$ cat config.mk
export PLATFORM = sky130hd
export DESIGN_NAME = double_ended_queue_flat
export DESIGN_NICKNAME = d
export VERILOG_FILES = /design/src/sv/deq_pkg.sv /design/src/sv/deq_if.sv /design/src/sv/deq_ctrl.sv /design/src/sv/deq_dp.sv /design/src/sv/double_ended_queue.sv /design/src/flat_wrapper.sv
export VERILOG_INCLUDE_DIRS = /design/src /design/src/sv
export SDC_FILE = /design/constraint.sdc
export NUM_CORES = 1
export LEC_CHECK = 0
export BUFFER_PORTS_ARGS = -buffer_cell sky130_fd_sc_hd__buf_2
export CORE_AREA = 2 2 249 251
export DETAILED_ROUTE_END_ITERATION = 8
export DIE_AREA = 0 0 251 253
export PLACE_DENSITY = 0.64
export REMOVE_ABC_BUFFERS = 1
export SKIP_CTS_REPAIR_TIMING = 1
export SLEW_MARGIN = 15
export SYNTH_ARGS = -nofsm -noshare
export SYNTH_HDL_FRONTEND = slang
export SYNTH_SLANG_ARGS = --single-unit
$ cat constraint.sdc
create_clock -name clk -period 5.7 [get_ports clk]
set_clock_uncertainty 0.1 [all_clocks]
set_input_delay 0.285 -clock clk [delete_from_list [all_inputs] [get_ports clk]]
set_output_delay 0.285 -clock clk [all_outputs]
set_load 0.01 [all_outputs]
$ cat src/sv/double_ended_queue_assert.svh
// Assertion macros shared by the deque modules.
`ifndef DOUBLE_ENDED_QUEUE_ASSERT_SVH
`define DOUBLE_ENDED_QUEUE_ASSERT_SVH

// Check an invariant at every clock edge outside reset.
`define DEQ_ASSERT_ALWAYS(label, expr, msg) \
    label: assert property (@(posedge clk) disable iff (!rst_n) (expr)) \
        else $error(msg);

// Check a consequence in the same cycle as its trigger.
`define DEQ_ASSERT_SAME(label, ante, cons, msg) \
    label: assert property (@(posedge clk) disable iff (!rst_n) (ante) |-> (cons)) \
        else $error(msg);

// Check a consequence in the cycle after its trigger.
`define DEQ_ASSERT_NEXT(label, ante, cons, msg) \
    label: assert property (@(posedge clk) disable iff (!rst_n) (ante) |=> (cons)) \
        else $error(msg);

`endif

$ cat src/sv/deq_pkg.sv
// Shared constants, codes and control types of the double-ended queue.
package deq_pkg;

    localparam int DEPTH_DEF = 16;

    localparam int FUNC_W   = 2;
    localparam int VALUE_W  = 32;
    localparam int STATUS_W = 2;
    localparam int COUNT_W  = 5;

    localparam logic [FUNC_W-1:0] FN_PUSH_FRONT = 2'd0;
    localparam logic [FUNC_W-1:0] FN_PUSH_REAR  = 2'd1;
    localparam logic [FUNC_W-1:0] FN_POP_FRONT  = 2'd2;
    localparam logic [FUNC_W-1:0] FN_POP_REAR   = 2'd3;

    localparam logic [STATUS_W-1:0] ST_DONE      = 2'd0;
    localparam logic [STATUS_W-1:0] ST_OVERFLOW  = 2'd1;
    localparam logic [STATUS_W-1:0] ST_UNDERFLOW = 2'd2;

    // Commands from the controller to the datapath.
    typedef struct packed {
        logic latch;
        logic exec;
        logic read;
        logic load;
    } deq_cmd_t;

    // Status from the datapath to the controller.
    typedef struct packed {
        logic slot_free;
    } deq_stat_t;

endpackage

$ cat src/sv/deq_if.sv
// Valid/ready channel interfaces for requests and responses.
interface deq_req_if;
    logic                                 valid;
    logic                                 ready;
    logic [deq_pkg::FUNC_W-1:0]           func;
    logic signed [deq_pkg::VALUE_W-1:0]   value;

    modport source (output valid, output func, output value, input ready);
    modport sink   (input valid, input func, input value, output ready);
endinterface

interface deq_rsp_if;
    logic                                 valid;
    logic                                 ready;
    logic [deq_pkg::STATUS_W-1:0]         status;
    logic [deq_pkg::COUNT_W-1:0]          count;
    logic signed [deq_pkg::VALUE_W-1:0]   front_value;
    logic signed [deq_pkg::VALUE_W-1:0]   rear_value;

    modport source (output valid, output status, output count, output front_value,
                    output rear_value, input ready);
    modport sink   (input valid, input status, input count, input front_value,
                    input rear_value, output ready);
endinterface

$ cat src/sv/deq_ctrl.sv
// Sequencer of the deque: accept, execute, read, load the response.
module deq_ctrl
(
    input  logic              clk,
    input  logic              rst_n,
    input  logic              req_valid,
    output logic              req_ready,
    input  deq_pkg::deq_stat_t stat,
    output deq_pkg::deq_cmd_t  cmd
);

    localparam logic [1:0] S_IDLE = 2'd0;
    localparam logic [1:0] S_EXEC = 2'd1;
    localparam logic [1:0] S_READ = 2'd2;
    localparam logic [1:0] S_LOAD = 2'd3;

    logic [1:0] state_reg;
    logic [1:0] state_next;

    assign req_ready = (state_reg == S_IDLE);

    always_comb
    begin
        state_next = state_reg;
        cmd        = '0;
        unique case (state_reg)
            S_IDLE:
            begin
                cmd.latch = req_valid;
                if (req_valid)
                begin
                    state_next = S_EXEC;
                end
            end
            S_EXEC:
            begin
                cmd.exec   = 1'b1;
                state_next = S_READ;
            end
            S_READ:
            begin
                cmd.read   = 1'b1;
                state_next = S_LOAD;
            end
            S_LOAD:
            begin
                // hold until the response register is free
                cmd.load = stat.slot_free;
                if (stat.slot_free)
                begin
                    state_next = S_IDLE;
                end
            end
            default:
            begin
                state_next = S_IDLE;
            end
        endcase
    end

    always_ff @(posedge clk or negedge rst_n)
    begin
        if (!rst_n)
        begin
            state_reg <= S_IDLE;
        end
        else
        begin
            state_reg <= state_next;
        end
    end

`include "double_ended_queue_assert.svh"

    `DEQ_ASSERT_NEXT(a_accept_starts_exec, req_valid && req_ready, state_reg == S_EXEC, "accept did not start execution")

endmodule

$ cat src/sv/deq_dp.sv
// Datapath of the deque: ring pointers, entry store and response register.
module deq_dp
#(
    parameter int DEPTH = deq_pkg::DEPTH_DEF
)
(
    input  logic                                clk,
    input  logic                                rst_n,
    input  deq_pkg::deq_cmd_t                   cmd,
    output deq_pkg::deq_stat_t                  stat,
    input  logic [deq_pkg::FUNC_W-1:0]          req_func,
    input  logic signed [deq_pkg::VALUE_W-1:0]  req_value,
    output logic                                rsp_valid,
    input  logic                                rsp_ready,
    output logic [deq_pkg::STATUS_W-1:0]        rsp_status,
    output logic [deq_pkg::COUNT_W-1:0]         rsp_count,
    output logic signed [deq_pkg::VALUE_W-1:0]  rsp_front_value,
    output logic signed [deq_pkg::VALUE_W-1:0]  rsp_rear_value
);

    localparam int IDXW = (DEPTH > 1) ? $clog2(DEPTH) : 1;
    localparam int CNTW = $clog2(DEPTH + 1);
    localparam logic [IDXW-1:0] LAST_IDX = IDXW'(DEPTH - 1);
    localparam logic [CNTW-1:0] FULL_CNT = CNTW'(DEPTH);
    localparam int SUMW = IDXW + 3;

    logic [deq_pkg::FUNC_W-1:0]   func_reg;
    logic [deq_pkg::VALUE_W-1:0]  value_reg;
    logic [IDXW-1:0]              head_reg;
    logic [IDXW-1:0]              head_next;
    logic [IDXW-1:0]              tail_reg;
    logic [IDXW-1:0]              tail_next;
    logic [CNTW-1:0]              cnt_reg;
    logic [CNTW-1:0]              cnt_next;
    logic [deq_pkg::STATUS_W-1:0] status_reg;
    logic [deq_pkg::STATUS_W-1:0] status_next;

    logic [deq_pkg::VALUE_W-1:0]  mem [DEPTH];
    logic [deq_pkg::VALUE_W-1:0]  rd_front_reg;
    logic [deq_pkg::VALUE_W-1:0]  rd_rear_reg;

    logic                         out_valid_reg;
    logic [deq_pkg::STATUS_W-1:0] out_status_reg;
    logic [deq_pkg::COUNT_W-1:0]  out_count_reg;
    logic [deq_pkg::VALUE_W-1:0]  out_front_reg;
    logic [deq_pkg::VALUE_W-1:0]  out_rear_reg;

    logic            full;
    logic            empty;
    logic [IDXW-1:0] head_inc;
    logic [IDXW-1:0] head_dec;
    logic [IDXW-1:0] tail_inc;
    logic [IDXW-1:0] tail_dec;
    logic            wr_en;
    logic [IDXW-1:0] wr_addr;
    logic [SUMW-1:0] tail_sum;
    logic [IDXW-1:0] tail_expect;

    assign full  = (cnt_reg == FULL_CNT);
    assign empty = (cnt_reg == '0);

    assign head_inc = (head_reg == LAST_IDX) ? '0 : head_reg + 1'b1;
    assign head_dec = (head_reg == '0) ? LAST_IDX : head_reg - 1'b1;
    assign tail_inc = (tail_reg == LAST_IDX) ? '0 : tail_reg + 1'b1;
    assign tail_dec = (tail_reg == '0) ? LAST_IDX : tail_reg - 1'b1;

    // Execute the latched operation: move one end, count, status, store write.
    always_comb
    begin
        head_next   = head_reg;
        tail_next   = tail_reg;
        cnt_next    = cnt_reg;
        status_next = deq_pkg::ST_DONE;
        wr_en       = 1'b0;
        wr_addr     = head_dec;
        unique case (func_reg)
            deq_pkg::FN_PUSH_FRONT:
            begin
                if (full)
                begin
                    status_next = deq_pkg::ST_OVERFLOW;
                end
                else
                begin
                    head_next = head_dec;
                    wr_en     = 1'b1;
                    wr_addr   = head_dec;
                    cnt_next  = cnt_reg + 1'b1;
                end
            end
            deq_pkg::FN_PUSH_REAR:
            begin
                if (full)
                begin
                    status_next = deq_pkg::ST_OVERFLOW;
                end
                else
                begin
                    tail_next = tail_inc;
                    wr_en     = 1'b1;
                    wr_addr   = tail_inc;
                    cnt_next  = cnt_reg + 1'b1;
                end
            end
            deq_pkg::FN_POP_FRONT:
            begin
                if (empty)
                begin
                    status_next = deq_pkg::ST_UNDERFLOW;
                end
                else
                begin
                    head_next = head_inc;
                    cnt_next  = cnt_reg - 1'b1;
                end
            end
            deq_pkg::FN_POP_REAR:
            begin
                if (empty)
                begin
                    status_next = deq_pkg::ST_UNDERFLOW;
                end
                else
                begin
                    tail_next = tail_dec;
                    cnt_next  = cnt_reg - 1'b1;
                end
            end
            default:
            begin
                status_next = deq_pkg::ST_DONE;
            end
        endcase
    end

    always_ff @(posedge clk or negedge rst_n)
    begin
        if (!rst_n)
        begin
            head_reg   <= '0;
            tail_reg   <= LAST_IDX;
            cnt_reg    <= '0;
            status_reg <= deq_pkg::ST_DONE;
        end
        else if (cmd.exec)
        begin
            head_reg   <= head_next;
            tail_reg   <= tail_next;
            cnt_reg    <= cnt_next;
            status_reg <= status_next;
        end
    end

    always_ff @(posedge clk)
    begin
        if (cmd.latch)
        begin
            func_reg  <= req_func;
            value_reg <= req_value;
        end
    end

    // Entry store: one write port, two registered read ports.
    always_ff @(posedge clk)
    begin
        if (cmd.exec && wr_en)
        begin
            mem[wr_addr] <= value_reg;
        end
        if (cmd.read)
        begin
            rd_front_reg <= mem[head_reg];
            rd_rear_reg  <= mem[tail_reg];
        end
    end

    assign stat.slot_free = !out_valid_reg || rsp_ready;

    always_ff @(posedge clk or negedge rst_n)
    begin
        if (!rst_n)
        begin
            out_valid_reg <= 1'b0;
        end
        else if (cmd.load)
        begin
            out_valid_reg <= 1'b1;
        end
        else if (rsp_ready)
        begin
            out_valid_reg <= 1'b0;
        end
    end

    always_ff @(posedge clk)
    begin
        if (cmd.load)
        begin
            out_status_reg <= status_reg;
            out_count_reg  <= deq_pkg::COUNT_W'(cnt_reg);
            out_front_reg  <= empty ? '0 : rd_front_reg;
            out_rear_reg   <= empty ? '0 : rd_rear_reg;
        end
    end

    assign rsp_valid       = out_valid_reg;
    assign rsp_status      = out_status_reg;
    assign rsp_count       = out_count_reg;
    assign rsp_front_value = out_front_reg;
    assign rsp_rear_value  = out_rear_reg;

    // Expected rear index from head and count, reduced below DEPTH.
    assign tail_sum = SUMW'(head_reg) + SUMW'(cnt_reg) + SUMW'(DEPTH - 1);
    always_comb
    begin
        priority if (tail_sum < SUMW'(DEPTH))
        begin
            tail_expect = IDXW'(tail_sum);
        end
        else if (tail_sum < SUMW'(2 * DEPTH))
        begin
            tail_expect = IDXW'(tail_sum - SUMW'(DEPTH));
        end
        else
        begin
            tail_expect = IDXW'(tail_sum - SUMW'(2 * DEPTH));
        end
    end

`include "double_ended_queue_assert.svh"

    `DEQ_ASSERT_ALWAYS(a_cnt_bounded, cnt_reg <= FULL_CNT, "entry count above depth")
    `DEQ_ASSERT_ALWAYS(a_ring_relation, tail_reg == tail_expect, "rear index out of step with head and count")
    `DEQ_ASSERT_NEXT(a_empty_pop_underflow, cmd.exec && empty && (func_reg == deq_pkg::FN_POP_FRONT || func_reg == deq_pkg::FN_POP_REAR), status_reg == deq_pkg::ST_UNDERFLOW && cnt_reg == '0, "pop from empty queue not reported")
    `DEQ_ASSERT_SAME(a_load_slot_free, cmd.load, !out_valid_reg || rsp_ready, "response overwritten before it was taken")

endmodule

$ cat src/sv/double_ended_queue.sv
// An accepted request goes through execute, read and load before its response is valid;
// load waits while the previous response is still pending. No new request is taken
// until that load is done. The entry store has a single write and a dual read port.
// A new request is taken while the previous response still waits to be taken.
// Reset clears head to 0, tail to DEPTH-1, count to 0 and drops any pending response;
// the entry store is not cleared, there is no clearing pass.
module double_ended_queue
#(
    parameter int DEPTH = deq_pkg::DEPTH_DEF
)
(
    input  logic      clk,
    input  logic      rst_n,
    deq_req_if.sink   req,
    deq_rsp_if.source rsp
);

    deq_pkg::deq_cmd_t  cmd;
    deq_pkg::deq_stat_t stat;

    // Drive each transaction through the datapath one step per cycle; load may stall.
    deq_ctrl u_ctrl
    (
        .clk       (clk),
        .rst_n     (rst_n),
        .req_valid (req.valid),
        .req_ready (req.ready),
        .stat      (stat),
        .cmd       (cmd)
    );

    // Hold the ring pointers, the entry store and the response register.
    deq_dp #(
        .DEPTH (DEPTH)
    ) u_dp
    (
        .clk             (clk),
        .rst_n           (rst_n),
        .cmd             (cmd),
        .stat            (stat),
        .req_func        (req.func),
        .req_value       (req.value),
        .rsp_valid       (rsp.valid),
        .rsp_ready       (rsp.ready),
        .rsp_status      (rsp.status),
        .rsp_count       (rsp.count),
        .rsp_front_value (rsp.front_value),
        .rsp_rear_value  (rsp.rear_value)
    );

endmodule
$ cat src/flat_wrapper.sv
// flat-port wrapper written by rule: the top's interface ports become plain ports
module double_ended_queue_flat 
#(
    parameter int DEPTH = deq_pkg::DEPTH_DEF
)
  (clk, rst_n, req_valid, req_func, req_value, req_ready, rsp_valid, rsp_status, rsp_count, rsp_front_value, rsp_rear_value, rsp_ready);
  deq_req_if req_i ();
  deq_rsp_if rsp_i ();
  input  logic clk;
  input  logic rst_n;
  input wire logic [$bits(req_i.valid)-1:0] req_valid;
  input wire logic [$bits(req_i.func)-1:0] req_func;
  input wire logic [$bits(req_i.value)-1:0] req_value;
  output wire logic [$bits(req_i.ready)-1:0] req_ready;
  output wire logic [$bits(rsp_i.valid)-1:0] rsp_valid;
  output wire logic [$bits(rsp_i.status)-1:0] rsp_status;
  output wire logic [$bits(rsp_i.count)-1:0] rsp_count;
  output wire logic [$bits(rsp_i.front_value)-1:0] rsp_front_value;
  output wire logic [$bits(rsp_i.rear_value)-1:0] rsp_rear_value;
  input wire logic [$bits(rsp_i.ready)-1:0] rsp_ready;
  assign req_i.valid = req_valid;
  assign req_i.func = req_func;
  assign req_i.value = req_value;
  assign req_ready = req_i.ready;
  assign rsp_valid = rsp_i.valid;
  assign rsp_status = rsp_i.status;
  assign rsp_count = rsp_i.count;
  assign rsp_front_value = rsp_i.front_value;
  assign rsp_rear_value = rsp_i.rear_value;
  assign rsp_i.ready = rsp_ready;
  double_ended_queue #(.DEPTH(DEPTH)) u_core (.clk(clk), .rst_n(rst_n), .req(req_i), .rsp(rsp_i));
endmodule
==> impl_results.md, run 1 <==
- Max Slew Vio Count: 0
- Initial antenna violation count: 1
- Seq cells post-synth: 699
- Htree depth: 3
- Sw Ratio: 31.3%
- Tcrit/Tclk final: 76.0%
- Root Driver: clkbuf_16
- Clock Sinks: 699
- Unrepaired setup endpoints after global routing: false
- Chip height: 253 um
- Clock buffer depth: 3
- Register bank with the most flops: u_core.u_dp.mem
- Max IR drop VDD: 331 uV
- NetSw: 5.65 mW
- Fmax: 231 MHz
- IO buf count: 110
- Vias in the first global route: 16,000
- Total GRT Usage: 22.9%
- Pwr Total: 18.0 mW
- Largest register FFs: 512
- Area occupied by registers: 20,900 um^2
- Die X-Extent: 251 um
- Clk pwr share: 27.1%
- First-pass GRT wire length: 105 mm
- Crit path required time: 5.91 ns
- Via density per instance: 6.26
- Multi-input logic area: 8840 um^2
- Synth top area share: 67.7%
- Syn-to-layout area delta: 14.2%
- Detailed Route WL: 71.0 mm
- Minimum clock period: 4.33 ns
- Hold Fails Final Rpt: 0
- Largest net degree at the start of global routing: 66
- Fin nets: 1,675
- IO Pins: 111
- Detail Placement HPWL: 41.1 mm
- Most frequent cell after synthesis: edfxtp_1
- Clock latency on the worst-skew pair: 0.62 ns
- Worst slew margin: 27.2%
- Cell area after synthesis: 30,200 um^2
- Internal: 12.4 mW
- Synth area leader: edfxtp_1
- Maximum fanout along the worst path: 42
- Layout cell share with drive strength beyond 1: 34.5%
- Top_reg_cell synth: edfxtp_1
- DR DRC count: 0
- Post-synth EDFFs: 681
- Critical path type: flop to flop
- Reg clk slew, reported paths: 0.06 ns
- Worst-Margin Slew: 1.09 ns
- Post-DP Area: 31,700 um^2
- Syn avg cell area: 20.6 um^2
- Core ar.: 61,000 um^2
- Starting density of the core: 49.5%
- CTS tree: done
- Sequential fraction of the synthesis area: 69.2%
- Crit path arrival time: 4.54 ns
- Post-synth cell types: 52
- Leak Pwr: 11.0 nW
- Commonest cells in the netlist: 681 x edfxtp_1, 287 x mux4_2, 84 x nand2_1
- Min-Delay Path Class: input port to flop
- # diodes: 0
- DRT Pass-1 Iters: 7
- Startpoint class of the critical path: flop
- Final setup viols: 0
- Die ar.: 63,500 um^2
- Max cap viols: 0
- P per Cell Area: 522 nW/um^2
- Filler Cell Count: 4,553
- Yosys warnings: 0
- Critical path endpoint category: flop
- GPL Wtd Cong: 0.809
- Status: finished clean
- 1st-iter DRT viols: 1,484
- FP Rows: 91
- Synth area leaders: edfxtp_1 68%, mux4_2 21%, nor2b_1 1.4%, dfrtp_1 1.2%, nand2_1 1.0%
- Post-synth ARST share: 2.58%
- Wire length per cell: 28.7 um
- Grt ovf: 0
- Cells after Synth: 1,465
- Logic gate share of total power: 30.9%
- Routed Antenna Nets: 0
- Final Util: 56.6%
- Sequential power share: 42.0%
- Routed vias: 15,500
- CTS Buf Count: 75
- Final instance area: 34,500 um^2
## layout by cell type, fill, tap and decap left out, drive strengths merged, types with 3 or more instances in the layout
master       count
and2            35
o21ai           15
dfrtp           14
xnor2            8
mux2i            3
xor2             5
clkbuf          98
clkinvlp         3
dlygate4sd3     36
a211oi          33
a31oi           36
nor2            23
buf            148
nand2           84
clkinv          25
mux2             3
dfstp            4
edfxtp         681
a21oi            8
mux4           287
bufinv           8
inv             20
ha              11
nor2b           67
## final cells by class
class	instances	area share, %
multi-input combinational	648	25.6
inverter	17	0.185
clock buffer	98	5.99
sequential	699	60.6
timing repair buffer	184	3.56
tap	790	2.86
clock inverter	39	1.15
## stage by stage
stage	setup slack, ns	hold WS (ns)	cells	TNS (ns)
after floorplan	-2.53	-0.111	1364	-1282.19
after global placement	1.50	0.172	2300	0
after detailed placement	1.37	0.176	2301	0
after CTS	1.35	-0.481	2438	0
after global routing	1.25	0.0377	2475	0
final	1.37	0.00239	2475	0
## power groups by stage
| stage | logic, mW | clock network (mW) | registers, mW |
|---|---|---|---|
| after floorplan | 3.61 | 0 | 8.06 |
| after global placement | 5.53 | 0 | 7.66 |
| after detailed placement | 5.59 | 0 | 7.68 |
| after CTS | 5.61 | 4.99 | 7.58 |
| after global routing | 5.98 | 5.19 | 7.68 |
| final | 5.57 | 4.89 | 7.57 |
## worst paths after layout
check / startpoint / endpoint / slack [ns] / cells past startpoint
max: u_core.u_dp.tail_reg[2] / u_core.u_dp.mem[15][25] / 1.37 / 5
min: req_valid / u_core.u_ctrl.state_reg[1] / 0.002 / 5
max reg2reg: u_core.u_dp.tail_reg[2] / u_core.u_dp.mem[15][25] / 1.37 / 5
min reg2reg: u_core.u_dp.status_reg[1] / u_core.u_dp.rsp_status[1] / 0.35 / 0
max in group asynchronous: rst_n / u_core.u_dp.head_reg[1] / 5.02 / 2
min in group asynchronous: rst_n / u_core.u_dp.head_reg[2] / 0.08 / 2
## layer usage
metal	track usage, %	vias to the layer above	routed length (um)
met2	35.9	644	33900
met4	7.19	0	1600
li1	-	6477	-
met1	32.6	8276	30100
met3	4.78	107	5410
met5	0	-	0
## cell families after synthesis
family	synth area share, %
flops	69.2
mux	21.6
simple gates	3.71
buf+inv	2.03
compound gates	2.58
xor+xnor	0.377
fa+ha+maj	0.522
## critical path, cell delays in order, from the launching register on
cell and delay, ns:
dfstp_4 1.00, inv_2 0.55, o41ai_4 0.60, a32oi_1 0.44, nor2_4 0.95, buf_4 0.35
Power figures use the tool's default switching activity.
==> run 2, diff against run 1 <==
PLACE_DENSITY = 0.67   (was 0.64)
clock period = 3.9 ns   (was 5.7 ns; I/O delays follow)
==> run 2 against run 1 <==
Against the previous run:
- the flow now finishes with violations (hold timing)
- setup slack worse by 1.0 ns
- largest power group unchanged
- maximum frequency up 22%
- non-clock buffer count up 25
- largest cell class unchanged
==> impl_results.md, run 2 (synthesis gave the netlist of run 1 again) <==
- Syn-to-layout area delta: 14.3%
- FP Rows: 91
- Wire length per cell: 28.6 um
- Final instance area: 34,500 um^2
- Met3 Use GR: 5.62%
- Final Util: 56.6%
- Startpoint class of the critical path: flop
- Filler Cell Count: 4,544
- Starting density of the core: 49.5%
- Hold Fails Final Rpt: 12
- Most frequent cells in the layout: 681 x edfxtp_1, 287 x mux4_2, 110 x buf_2
- Minimum clock period: 3.54 ns
- Max Slew Vio Count: 0
- Max IR drop VDD: 561 uV
- Detailed Route WL: 71.3 mm
- CTS Buf Count: 73
- Clock latency on the worst-skew pair: 0.61 ns
- IO buf count: 110
- Reg2reg setup slack: 0.36 ns
- Critical path endpoint category: flop
- Detail Placement HPWL: 40.8 mm
- Fmax: 282 MHz
- Reg clk slew, reported paths: 0.06 ns
- Crit path from: u_core.u_dp.tail_reg[1]
- Largest net degree at the start of global routing: 67
- Initial antenna violation count: 0
- Gr busiest metal: met2
- Via density per instance: 6.30
- Fin nets: 1,698
- Crit path arrival time: 3.74 ns
- Worst slew margin: 23.8%
- Unrepaired setup endpoints after global routing: false
- Leak Pwr: 11.1 nW
- IO Pins: 111
- Pwr Total: 25.9 mW
- Fin Setup TNS: 0 ns
- Total GRT Usage: 23.0%
- Grt ovf: 0
- Violated checks: hold timing
- Die X-Extent: 251 um
- GPL Wtd Cong: 0.830
- Root Driver: clkbuf_16
- 1st-iter DRT viols: 1,676
- Layout cell share with drive strength beyond 1: 35.2%
- Maximum fanout along the worst path: 36
- Final setup viols: 0
- Met1 Use GR: 31.5%
- Critical path type: flop to flop
- Routed Antenna Nets: 0
- P per Cell Area: 750 nW/um^2
- Final worst slack: 0.360 ns
- Worst hold slack: -0.00776 ns
- # diodes: 0
- DR DRC count: 0
- Largest register FFs: 512
- Die ar.: 63,500 um^2
- Met2 Use GR: 37.0%
- Reg2reg start: u_core.u_dp.tail_reg[1]
- Worst slack, placed: 0.325 ns
- DRT Pass-1 Iters: 5
- Min-Delay Path Class: input port to asynchronous set/reset pin
- Post-DP Area: 31,900 um^2
- Tcrit/Tclk final: 90.8%
- Worst-Margin Slew: 1.14 ns
- Routed vias: 15,700
- First-pass GRT wire length: 106 mm
- Status: finished with violations
- Vias in the first global route: 16,400
- Most common cell after layout, fill and taps aside: edfxtp_1
- Clock Sinks: 699
- Crit path required time: 4.10 ns
- Htree depth: 3
- CTS tree: done
- Core ar.: 61,000 um^2
- Register bank with the most flops: u_core.u_dp.mem
- Chip height: 253 um
- Clock buffer depth: 3
- Max cap viols: 0
[run 2: cell types whose count changed in the layout (fill, tap and decap cells not counted), moves of 2 or more]
cell	change
buf_4	+22
bufinv_16	-5
buf_12	+3
clkinvlp_4	+4
clkbuf_16	-2
[run 2: report_power, final]
| group | internal (mW) | switching (mW) |
|---|---|---|
| logic | 3.93 | 4.69 |
| registers | 10.0 | 0.628 |
| clock network | 3.83 | 2.81 |
| total | 17.8 | 8.13 |
[run 2: layout make-up]
class	instances	area [um^2]	area share (%)
sequential	699	20900	60.6
multi-input combinational	648	8840	25.6
clock buffer	96	2010	5.82
timing repair buffer	209	1440	4.16
tap	790	988	2.86
clock inverter	35	260	0.754
inverter	17	63.8	0.185
[run 2: worst paths after layout]
| check | end | cells after the start |
|---|---|---|
| worst max-delay path | u_core.u_dp.mem[7][11] | 7 |
| max in group asynchronous | u_core.u_dp.head_reg[1] | 2 |
| worst min register to register | u_core.u_dp.rsp_status[1] | 0 |
| worst min-delay path | u_core.u_ctrl.state_reg[0] | 2 |
| worst max register to register | u_core.u_dp.mem[7][11] | 7 |
| min in group clk | u_core.u_dp.value_reg[30] | 2 |
[run 2: worst max-delay path: stages, from the launching register on]
cell,delay [ns]
dfstp_4,0.62
buf_4,0.48
a21oi_1,0.16
o21ai_2,0.19
o41ai_4,0.16
a2bb2oi_2,0.26
nor2_4,0.91
buf_4,0.34
[run 2: layer usage]
metal / vias up / routed length [um]
li1: 6502 / -
met1: 8369 / 28400
met2: 708 / 34800
met3: 134 / 6450
met4: 0 / 1650
met5: - / 0
[run 2: through the flow]
step	instances	hold slack, ns
floorplan	1364	-0.201
global placement	2326	0.0688
detailed placement	2326	0.0861
CTS	2457	-0.570
global route	2494	0.0256
finish	2494	-0.00776
